$ cat src/mtwa_pkg.sv
package mtwa_pkg;

   // sample and result layout
   localparam int AXES            = 6;
   localparam int ACC_AXES        = 3;
   localparam int OUT_W           = 16;
   localparam int AXIS_W          = 3;

   // configuration registers
   localparam int THR_W           = 16;
   localparam int WLEN_W          = 7;
   localparam int WLEN_MAX        = 2 ** WLEN_W - 1;
   localparam int CSR_IDX_W       = 2;
   localparam int CSR_DATA_W      = 16;

   localparam logic [CSR_IDX_W-1:0] CSR_THRESHOLD = 2'd0;
   localparam logic [CSR_IDX_W-1:0] CSR_WINDOW    = 2'd1;

   localparam logic [THR_W-1:0]  THR_RESET  = 16'd8192;
   localparam logic [WLEN_W-1:0] WLEN_RESET = 7'd75;

   // defaults for the top level parameters
   localparam int DEF_SAMPLE_BITS = 16;
   localparam int DEF_MAX_WINDOW  = 127;

endpackage

$ cat src/mtwa_div.sv
module mtwa_div
   import mtwa_pkg::*;
#(
   parameter int DVD_W = 23,
   parameter int DVS_W = 7
) (
   input  logic                    clock,
   input  logic                    reset,
   input  logic                    start,
   input  logic signed [DVD_W-1:0] dividend,
   input  logic [DVS_W-1:0]        divisor,
   output logic                    done,
   output logic signed [DVD_W-1:0] quotient
);

   localparam int STEP_W = $clog2(DVD_W + 1);

   logic              busy_ff, busy_in;
   logic              done_ff, done_in;
   logic [STEP_W-1:0] step_ff, step_in;
   logic              neg_ff, neg_in;
   logic [DVD_W-1:0]  mag_ff, mag_in;
   logic [DVS_W-1:0]  rem_ff, rem_in;
   logic [DVS_W-1:0]  dvs_ff, dvs_in;
   logic [DVS_W:0]    rem_sh;
   logic              fits;

   // one quotient bit per cycle on the magnitude, sign fixed at the end
   always_comb begin
      busy_in = busy_ff;
      done_in = 1'b0;
      step_in = step_ff;
      neg_in  = neg_ff;
      mag_in  = mag_ff;
      rem_in  = rem_ff;
      dvs_in  = dvs_ff;
      rem_sh  = {rem_ff, mag_ff[DVD_W-1]};
      fits    = rem_sh >= {1'b0, dvs_ff};
      if (start) begin
         busy_in = 1'b1;
         step_in = STEP_W'(DVD_W);
         neg_in  = dividend[DVD_W-1];
         mag_in  = dividend[DVD_W-1] ? DVD_W'(-dividend) : DVD_W'(dividend);
         rem_in  = '0;
         dvs_in  = divisor;
      end else if (busy_ff) begin
         mag_in  = {mag_ff[DVD_W-2:0], fits};
         rem_in  = fits ? DVS_W'(rem_sh - {1'b0, dvs_ff}) : rem_sh[DVS_W-1:0];
         step_in = step_ff - 1'b1;
         if (step_ff == STEP_W'(1)) begin
            busy_in = 1'b0;
            done_in = 1'b1;
         end
      end
   end

   always_ff @(posedge clock) begin
      if (reset) begin
         busy_ff <= 1'b0;
         done_ff <= 1'b0;
      end else begin
         busy_ff <= busy_in;
         done_ff <= done_in;
      end
   end

   always_ff @(posedge clock) begin
      step_ff <= step_in;
      neg_ff  <= neg_in;
      mag_ff  <= mag_in;
      rem_ff  <= rem_in;
      dvs_ff  <= dvs_in;
   end

   assign done     = done_ff;
   assign quotient = neg_ff ? -$signed(mag_ff) : $signed(mag_ff);

endmodule

$ cat src/motion_triggered_window_averager.sv
// Motion-triggered window averager for a six-axis IMU sample stream.
// req_ carries one sample per word: three accelerometer and three gyro counts.
// While no capture runs, the accelerometer is compared axis by axis with the
// previous sample; a change above motion_threshold opens a capture window.
// Samples in the window are summed, and when window_length samples are in
// (at least 1, at most MAX_WINDOW), one rsp_ word with six truncated averages is sent.
// csr_ writes motion_threshold (index 0) or window_length (index 1); write
// only while no sample is in work.
// Work per sample is set by the shared compare/add step and the divider:
//   no capture: compare over the three accelerometer axes; on a trigger the
//   six-axis add follows; inside a window: the add only; window end: six serial
//   divisions follow the add. req_tready is high only between samples.
// The averages wait in an output register; a stalled receiver holds back the
// next window end only, not the samples in between.
// Reset (synchronous) restores the register defaults, clears the previous
// sample to zero and ends any capture.
module motion_triggered_window_averager
   import mtwa_pkg::*;
#(
   parameter int SAMPLE_BITS = DEF_SAMPLE_BITS,
   parameter int MAX_WINDOW  = DEF_MAX_WINDOW
) (
   input  logic                  clock,
   input  logic                  reset,
   // accel_x, accel_y, accel_z, rate_x, rate_y, rate_z, zero fill
   input  logic [((AXES*SAMPLE_BITS+7)/8)*8-1:0] req_tdata,
   input  logic                  req_tvalid,
   output logic                  req_tready,
   // mean_accel_x, mean_accel_y, mean_accel_z, mean_rate_x, mean_rate_y, mean_rate_z
   output logic [AXES*OUT_W-1:0] rsp_tdata,
   output logic                  rsp_tvalid,
   input  logic                  rsp_tready,
   input  logic                  csr_wen,
   input  logic [CSR_IDX_W-1:0]  csr_index,
   input  logic [CSR_DATA_W-1:0] csr_wdata
);

   localparam int WIN_CAP = (MAX_WINDOW < WLEN_MAX) ? MAX_WINDOW : WLEN_MAX;
   localparam int CNT_W   = $clog2(WIN_CAP + 1);
   localparam int SUM_W   = SAMPLE_BITS + CNT_W;
   localparam int DIFF_W  = SAMPLE_BITS + 1;
   localparam int CMP_W   = (DIFF_W > THR_W) ? DIFF_W : THR_W;
   localparam int EXT_W   = (SUM_W > OUT_W) ? SUM_W : OUT_W;
   localparam logic [WLEN_W-1:0] WIN_CAP_V = WLEN_W'(WIN_CAP);

   typedef enum logic [4:0] {
      ST_IDLE = 5'b00001,
      ST_CMP  = 5'b00010,
      ST_ACC  = 5'b00100,
      ST_DIV  = 5'b01000,
      ST_EMIT = 5'b10000
   } state_type;

   state_type                state_ff, state_in;
   logic [AXIS_W-1:0]        axis_ff, axis_in;
   logic                     moved_ff, moved_in;
   logic                     capt_ff, capt_in;
   logic                     clear_ff, clear_in;
   logic                     go_ff, go_in;
   logic [CNT_W-1:0]         cnt_ff, cnt_in;
   logic [THR_W-1:0]         thr_ff;
   logic [WLEN_W-1:0]        wlen_ff;
   logic                     rsp_valid_ff, rsp_valid_in;
   logic [AXES*OUT_W-1:0]    rsp_data_ff, rsp_data_in;
   logic signed [SAMPLE_BITS-1:0] smp_ff [AXES];
   logic signed [SAMPLE_BITS-1:0] smp_in [AXES];
   logic signed [SAMPLE_BITS-1:0] last_ff [ACC_AXES];
   logic signed [SUM_W-1:0]  sum_ff [AXES];
   logic [OUT_W-1:0]         mean_ff [AXES];

   logic                     req_take;
   logic                     last_upd;
   logic                     sum_wr;
   logic signed [SUM_W-1:0]  sum_new;
   logic signed [SUM_W-1:0]  sum_base;
   logic signed [DIFF_W-1:0] diff;
   logic [DIFF_W-1:0]        abs_diff;
   logic                     hit;
   logic [CNT_W-1:0]         cnt_next;
   logic [WLEN_W-1:0]        limit;
   logic                     win_end;
   logic                     div_done;
   logic signed [SUM_W-1:0]  div_quo;
   logic signed [EXT_W-1:0]  quo_ext;

   assign req_tready = (state_ff == ST_IDLE);
   assign req_take   = req_tvalid && req_tready;

   // unpack the sample word
   always_comb begin
      for (int i = 0; i < AXES; i++) begin
         smp_in[i] = req_tdata[i*SAMPLE_BITS +: SAMPLE_BITS];
      end
   end

   // shared compare path: absolute accelerometer change against threshold
   assign diff     = DIFF_W'(smp_ff[axis_ff]) - DIFF_W'(last_ff[axis_ff[1:0]]);
   assign abs_diff = diff[DIFF_W-1] ? DIFF_W'(-diff) : DIFF_W'(diff);
   assign hit      = CMP_W'(abs_diff) > CMP_W'(thr_ff);

   // shared add path: one axis sum per cycle
   assign sum_base = clear_ff ? '0 : sum_ff[axis_ff];
   assign sum_new  = sum_base + SUM_W'(smp_ff[axis_ff]);

   // window count and limit
   assign cnt_next = (clear_ff ? '0 : cnt_ff) + 1'b1;
   assign limit    = (wlen_ff > WIN_CAP_V) ? WIN_CAP_V : wlen_ff;
   assign win_end  = WLEN_W'(cnt_next) >= limit;

   mtwa_div #(
      .DVD_W (SUM_W),
      .DVS_W (CNT_W)
   ) u_div (
      .clock    (clock),
      .reset    (reset),
      .start    (go_ff),
      .dividend (sum_ff[axis_ff]),
      .divisor  (cnt_ff),
      .done     (div_done),
      .quotient (div_quo)
   );

   assign quo_ext = EXT_W'(div_quo);

   // sequencer
   always_comb begin
      state_in     = state_ff;
      axis_in      = axis_ff;
      moved_in     = moved_ff;
      capt_in      = capt_ff;
      clear_in     = clear_ff;
      go_in        = 1'b0;
      cnt_in       = cnt_ff;
      last_upd     = 1'b0;
      sum_wr       = 1'b0;
      rsp_valid_in = rsp_valid_ff && !rsp_tready;
      rsp_data_in  = rsp_data_ff;
      for (int i = 0; i < AXES; i++) begin
         rsp_data_in[i*OUT_W +: OUT_W] = (state_ff == ST_EMIT) ? mean_ff[i]
                                                              : rsp_data_ff[i*OUT_W +: OUT_W];
      end
      unique case (state_ff)
         ST_IDLE: begin
            if (req_take) begin
               axis_in  = '0;
               moved_in = 1'b0;
               state_in = capt_ff ? ST_ACC : ST_CMP;
            end
         end
         ST_CMP: begin
            if (axis_ff == AXIS_W'(ACC_AXES - 1)) begin
               axis_in = '0;
               if (moved_ff || hit) begin
                  capt_in  = 1'b1;
                  clear_in = 1'b1;
                  state_in = ST_ACC;
               end else begin
                  last_upd = 1'b1;
                  state_in = ST_IDLE;
               end
            end else begin
               moved_in = moved_ff || hit;
               axis_in  = axis_ff + 1'b1;
            end
         end
         ST_ACC: begin
            sum_wr = 1'b1;
            if (axis_ff == AXIS_W'(AXES - 1)) begin
               clear_in = 1'b0;
               cnt_in   = cnt_next;
               last_upd = 1'b1;
               axis_in  = '0;
               if (win_end) begin
                  capt_in  = 1'b0;
                  go_in    = 1'b1;
                  state_in = ST_DIV;
               end else begin
                  state_in = ST_IDLE;
               end
            end else begin
               axis_in = axis_ff + 1'b1;
            end
         end
         ST_DIV: begin
            if (div_done) begin
               if (axis_ff == AXIS_W'(AXES - 1)) begin
                  state_in = ST_EMIT;
               end else begin
                  axis_in = axis_ff + 1'b1;
                  go_in   = 1'b1;
               end
            end
         end
         ST_EMIT: begin
            if (!rsp_valid_ff || rsp_tready) begin
               rsp_valid_in = 1'b1;
               state_in     = ST_IDLE;
            end else begin
               rsp_data_in = rsp_data_ff;
            end
         end
         default: state_in = ST_IDLE;
      endcase
   end

   // control registers
   always_ff @(posedge clock) begin
      if (reset) begin
         state_ff     <= ST_IDLE;
         axis_ff      <= '0;
         moved_ff     <= 1'b0;
         capt_ff      <= 1'b0;
         clear_ff     <= 1'b0;
         go_ff        <= 1'b0;
         cnt_ff       <= '0;
         rsp_valid_ff <= 1'b0;
         for (int i = 0; i < ACC_AXES; i++) begin
            last_ff[i] <= '0;
         end
      end else begin
         state_ff     <= state_in;
         axis_ff      <= axis_in;
         moved_ff     <= moved_in;
         capt_ff      <= capt_in;
         clear_ff     <= clear_in;
         go_ff        <= go_in;
         cnt_ff       <= cnt_in;
         rsp_valid_ff <= rsp_valid_in;
         if (last_upd) begin
            for (int i = 0; i < ACC_AXES; i++) begin
               last_ff[i] <= smp_ff[i];
            end
         end
      end
   end

   // configuration registers
   always_ff @(posedge clock) begin
      if (reset) begin
         thr_ff  <= THR_RESET;
         wlen_ff <= WLEN_RESET;
      end else if (csr_wen) begin
         unique case (csr_index)
            CSR_THRESHOLD: thr_ff  <= csr_wdata[THR_W-1:0];
            CSR_WINDOW:    wlen_ff <= csr_wdata[WLEN_W-1:0];
            default: ;
         endcase
      end
   end

   // datapath registers
   always_ff @(posedge clock) begin
      if (req_take) begin
         for (int i = 0; i < AXES; i++) begin
            smp_ff[i] <= smp_in[i];
         end
      end
      if (sum_wr) begin
         sum_ff[axis_ff] <= sum_new;
      end
      if (div_done) begin
         mean_ff[axis_ff] <= quo_ext[OUT_W-1:0];
      end
      rsp_data_ff <= rsp_data_in;
   end

   assign rsp_tvalid = rsp_valid_ff;
   assign rsp_tdata  = rsp_data_ff;

   // a result word only appears out of the emit step
   a_rsp_from_emit: assert property (@(posedge clock) disable iff (reset)
      $rose(rsp_valid_ff) |-> $past(state_ff == ST_EMIT))
      else $error("result word raised outside emit step");

   // a capture only ends on the last axis of the accumulate step
   a_capt_end: assert property (@(posedge clock) disable iff (reset)
      $fell(capt_ff) |-> $past(state_ff == ST_ACC) && state_ff == ST_DIV)
      else $error("capture ended outside accumulate step");

   // divider finishes only while the sequencer waits for it
   a_div_done: assert property (@(posedge clock) disable iff (reset)
      div_done |-> state_ff == ST_DIV)
      else $error("divider done outside divide step");

   // a taken sample always starts the compare or accumulate step
   a_take_idle: assert property (@(posedge clock) disable iff (reset)
      req_take |=> state_ff == ST_CMP || state_ff == ST_ACC)
      else $error("sample taken but no work started");

endmodule

$ cat config.mk
export PLATFORM = sky130hd
export DESIGN_NAME = motion_triggered_window_averager
export DESIGN_NICKNAME = d
export VERILOG_FILES = /design/src/mtwa_pkg.sv /design/src/mtwa_div.sv /design/src/motion_triggered_window_averager.sv
export SDC_FILE = /design/constraint.sdc
export NUM_CORES = 1
export LEC_CHECK = 0
export ABC_AREA = 1
export ABC_CLOCK_PERIOD_IN_PS = 7570
export BUFFER_PORTS_ARGS = -buffer_cell sky130_fd_sc_hd__buf_2
export CAP_MARGIN = 20
export CORE_MARGIN = 8
export CORE_UTILIZATION = 50
export CTS_CLUSTER_DIAMETER = 120
export DETAILED_ROUTE_END_ITERATION = 16
export PLACE_DENSITY_LB_ADDON = 0.05
export SLEW_MARGIN = 20
export SYNTH_ARGS = -nofsm -noshare
export SYNTH_HDL_FRONTEND = slang
export SYNTH_SLANG_ARGS = --single-unit
$ cat constraint.sdc
create_clock -name clock -period 7.57 [get_ports clock]
set_input_delay 1.514 -clock clock [delete_from_list [all_inputs] [get_ports clock]]
set_output_delay 1.514 -clock clock [all_outputs]
set_load 0.005 [all_outputs]
Word-level counts from Yosys, hierarchy flattened:

Memory sizes are Yosys's and may differ from the RTL's. A register that Yosys moved wholly into a read port is not among the register bits.
Cells that the tools add are included.

* word-level logic and storage cells: 157
* output and inout port bits: 98
* bits in registers: 184
* RAM bits: 378
* memories: 4

* bitwise operators: 4
* equality and inequality tests: 19
* multiplexer cells: 79
* reductions and logical operators: 20
* $lt $le $gt $ge: 4
* add/subtract/negate cells: 9

Memory list
* sum_ff: words 6, bits a word 23, rd ports 1, clocked after Yosys merged registers in 1, write ports 1, line motion_triggered_window_averager.sv:68 `logic signed [SUM_W-1:0] sum_ff [AXES];`
* mean_ff: words 6, bits a word 16, rd ports 6, clocked after Yosys merged registers in 0, write ports 1, line motion_triggered_window_averager.sv:69 `logic [OUT_W-1:0] mean_ff [AXES];`
* smp_ff: words 6, bits a word 16, rd ports 4, clocked after Yosys merged registers in 1, write ports 6, line motion_triggered_window_averager.sv:65 `logic signed [SAMPLE_BITS-1:0] smp_ff [AXES];`
* last_ff: words 3, bits a word 16, rd ports 1, clocked after Yosys merged registers in 1, write ports 3, line motion_triggered_window_averager.sv:67 `logic signed [SAMPLE_BITS-1:0] last_ff [ACC_AXES];`

Operator list (number)
* 96-bit 2-to-1 mux: 2
* 16-bit 2-to-1 mux: 10
* 23-bit 2-to-1 mux: 4
* 3-bit 2-to-1 mux: 11
* 1-bit 2-to-1 mux: 32
* 5-bit 2-to-1 mux: 6
* 5-bit one-hot mux with 5 select lines: 1
* 23-bit by 16-bit adder with 23-bit output: 1
* 23-bit negation: 1
* 7-bit 2-to-1 mux: 3
* 17-bit by 16-bit > comparator with 1-bit output: 1
* 17-bit 2-to-1 mux: 1
* 17-bit negation: 1
* 16-bit by 16-bit subtractor with 17-bit output: 1
* 16-bit negation: 1
* 2-bit inequality test, second input constant: 7
* 3-bit one-hot mux with 4 select lines: 1
* 5-bit by 1-bit equality test with 1-bit output, second input constant: 2
* 1-bit one-hot mux with 2 select lines: 5
* 8-bit by 7-bit >= comparator with 1-bit output: 1
* 4-bit AND reduction: 2
* 7-bit by 1-bit adder with 7-bit output, second input constant: 1
* 7-bit >= comparator: 1
* 7-bit > comparator, second input constant: 1
* 26 further kinds: 38

Depth between registers and ports, before layout:

* depth after elaboration: 12
* depth in mapped cells: 47

Modules after synthesis:

Synthesis repeated with hierarchy kept, for this count alone.

* cell total of the unflattened synthesis: 2283
* area total of the unflattened synthesis: 25115.3 µm²

By module, submodules not included
* motion_triggered_window_averager: area an instance 21720.8 µm², cells each 1801, times used 1
* mtwa_div: area an instance 3394.5 µm², cells each 482, times used 1

Worst setup path after synthesis:

OpenSTA, ideal clock, no wires.

* path type: input to register
* from: input rsp_tready
* to: register rsp_data_ff[0] (netlist: rsp_tdata[0]), enable pin
* setup slack: 0.773 ns
* data required time: 6.987 ns
* stages: 2
* data arrival time: 6.215 ns
* cell sequence: inv_1 -> a21oi_1

* word-level cells in the longest chain between the ends: 2

Ends and longest elaborated chain
* from (decl): line motion_triggered_window_averager.sv:32 `input logic rsp_tready,`
* 1-bit logical OR: line motion_triggered_window_averager.sv:195 `if (!rsp_valid_ff || rsp_tready) begin`
* 2-bit by 1-bit inequality test with 1-bit output (no line)
* to (signal assigned): line motion_triggered_window_averager.sv:264 `rsp_data_ff <= rsp_data_in;`
* to (decl): line motion_triggered_window_averager.sv:64 `logic [AXES*OUT_W-1:0] rsp_data_ff, rsp_data_in;`

No other way between the ends.
A chain may end at the register's enable or synchronous reset.

==> flow_summary.json <==
{
  "status": "finished clean",
  "clock_latency_ns": 0.63,
  "drtAntennaViolNets": 0,
  "cts_resized": 0,
  "area_growth_pct": 14.4,
  "synth_top_area_cell": "edfxtp_1",
  "core_area_um2": 49700,
  "synth_edf_count": 505,
  "mostFrequentLayoutCells": "edfxtp_1 (505), nand2_1 (403), inv_1 (221), buf_2 (216), nor2_1 (199)",
  "rows": 82,
  "grt_start_max_net_pins": 84,
  "cp-start-kind": "flip-flop",
  "antenna_found_initial": 0,
  "required_ns": 7.81,
  "powerDensity_nw_per_um2": 292,
  "postLayoutCoreUtil": 0.574,
  "yosysTopAreaCellShare": 0.608,
  "hold_path.class": "flip-flop to flip-flop",
  "die_w_um": 239,
  "avgSynthCellArea_um2": 11.2,
  "dpl-instance-area_um2": 26700,
  "io_buffers": 216,
  "initial_core_util": 0.502,
  "layout-drive-gt1-share": 0.156,
  "cts.sinks": 565,
  "gr-usage-all-layers": 0.213,
  "power.total_mw": 8.34,
  "critPathKind": "flip-flop to flip-flop",
  "peakVddDrop_uv": 210,
  "grt_overflow_total": 0,
  "ys_ff_latch": 565,
  "dp_hpwl_mm": 44.0,
  "end_kind": "flip-flop",
  "routed_wl_mm": 62.4,
  "n_antenna_cell": 0,
  "fin_worst_skew_ns": 0.0299,
  "clk_path_buf_depth": 3,
  "fillers": 4252,
  "first_global_vias": 16300,
  "mappedNetlistArea_um2": 24900,
  "rsz0062_at_grt": "false",
  "fin_nets": 2655,
  "final_hold_viol_count": 0,
  "post_cts_buffers": 0,
  "timing.final.crit_share": 0.836,
  "die-area_um2": 57300,
  "synth-main-ff-cell": "edfxtp_1",
  "cp_common_cell": "nand2_1",
  "yosysSeqAreaShare": 0.656,
  "cp.arrival_ns": 6.57,
  "viasPerCell": 5.28,
  "p_leak_nw": 11.3,
  "gp_congestion": 0.922,
  "synthArstFlopShare": 0,
  "tightest_slew_ns": 1.06,
  "cts_buffers": 56,
  "clkSlewWorstSetupHoldPaths_ns": 0.06,
  "fmax_mhz": 158,
  "drt_iter0_drc": 1402,
  "critPathMaxStageDelay_ns": 0.74,
  "final_cell_area_um2": 28500,
  "cp_max_fo": 63,
  "cts_tree": "yes",
  "cap_violations": 0,
  "synthTopCellsByArea": "edfxtp_1 (61%), nand2_1 (6.1%), dfxtp_1 (4.8%)",
  "ys_types": 56,
  "slowest_stage": "dfxtp_4",
  "vias": 16700,
  "slew_viol_final": 0,
  "ys_warn_count": 0,
  "wire_per_inst_um": 19.7,
  "synthCells": 2233,
  "htreeDepth": 2,
  "final_common_cell": "edfxtp_1",
  "drt_first_pass_iters": 7,
  "die_h_um": 239,
  "setup_tns_ns": 0,
  "multiInputGateArea_um2": 7340,
  "setup_viol": 0,
  "holdBufCountCts": 0,
  "synth_fp_nets": 2432,
  "period_needed_ns": 6.33,
  "io_pins": 217,
  "slew-limit-headroom": 0.294,
  "clock_tree.root_cell": "clkbuf_16",
  "route.detailed.drc": 0,
  "regArea_um2": 16400,
  "grt_pass1_wl_mm": 94.9
}
[through the flow]
| stage | hold slack (ns) | setup WS [ns] | cells |
|---|---|---|---|
| after CTS | 0.416 | 1.16 | 3171 |
| final | 0.414 | 1.24 | 3172 |
| after global routing | 0.421 | 0.631 | 3172 |
| after floorplan | 0.400 | 0.773 | 2233 |
| after global placement | 0.401 | 1.28 | 3069 |
| after detailed placement | 0.405 | 1.21 | 3069 |
[layout make-up]
type,count,share of cell area
clock inverter,39,0.0136
multi-input combinational,1359,0.257
sequential,565,0.574
inverter,235,0.0310
clock buffer,63,0.0500
tap,672,0.0295
timing repair buffer,239,0.0447
[synth_stat cells, types with 4 or more instances]
| master | number |
|---|---|
| edfxtp_1 | 505 |
| nand2_1 | 404 |
| inv_1 | 222 |
| nor2_1 | 206 |
| o21ai_0 | 155 |
| a21oi_1 | 150 |
| nand3_1 | 116 |
| ha_1 | 77 |
| dfxtp_1 | 60 |
| xor2_1 | 55 |
| clkbuf_1 | 31 |
| o21ai_1 | 28 |
| nor2_2 | 22 |
| buf_2 | 20 |
| xnor2_1 | 20 |
| nor3_1 | 16 |
| a32oi_1 | 14 |
| nand4_1 | 13 |
| buf_6 | 11 |
| inv_2 | 11 |
| buf_1 | 8 |
| nand2_2 | 7 |
| o211ai_1 | 7 |
| nor4_1 | 6 |
| a31oi_1 | 5 |
| a32o_1 | 5 |
| nand3b_1 | 5 |
| a211oi_1 | 4 |
| nand3_2 | 4 |
| o31ai_1 | 4 |
[critical path: cells and delay by family (launching register included)]
kind                     cells  cell delay (ns)
flip-flops                   1             0.74
buffers and inverters        6             1.41
adder cells (fa/ha/maj)      4             1.12
XOR/XNOR                     1             0.16
AO/OA/AOI/OAI                5             0.88
AND/OR/NAND/NOR             17             1.59
[flip-flops by register name, indices dropped and copies added, names as in the netlist, named ones only]
name and cells:
axis_ff 3, capt_ff 1, clear_ff 1, cnt_ff 7, go_ff 1, last_ff 48
mean_ff 96, moved_ff 1, rsp_tdata 96, rsp_tvalid 1, smp_ff 96, state_ff 5
sum_ff 138, thr_ff 16, u_div.busy_ff 1, u_div.done 1, u_div.dvs_ff 7, u_div.mag_ff 23
u_div.neg_ff 1, u_div.rem_ff 7, u_div.step_ff 5, wlen_ff 7
[where the power goes]
part | switching, mW | leakage (nW) | internal (mW)
sequential | 0.0857 | 5.12 | 3.82
clock | 1.20 | 0.885 | 1.54
combinational | 1.17 | 5.30 | 0.519
total | 2.46 | 11.3 | 5.88
[kinds of logic (layout without fill, tap and decap cells)]
logic type | Yosys count | after routing | share of synthesized area
simple gates | 810 | 810 | 0.137
buf+inv | 309 | 576 | 0.0521
compound gates | 393 | 393 | 0.0863
fa+ha+maj | 80 | 80 | 0.0410
flops | 565 | 565 | 0.656
xor+xnor | 76 | 76 | 0.0270
[path summary, 6_finish.rpt]
path / startpoint / end / depth (start not counted) / slack (ns)
setup reg to reg: flip-flop / last_ff[2][11] / 33 / 1.24
setup / recovery: flip-flop / last_ff[2][11] / 33 / 1.24
hold reg to reg: mean_ff[4][0] / rsp_tdata[64] / 0 / 0.41
hold / removal: mean_ff[4][0] / rsp_tdata[64] / 0 / 0.41
[metal layers]
| layer | share of wire | GRT usage |
|---|---|---|
| met5 | 0 | 0 |
| met4 | 0.018 | 0.0510 |
| met3 | 0.049 | 0.0321 |
| met2 | 0.47 | 0.348 |
| met1 | 0.46 | 0.300 |
Power figures use the tool's default switching activity.
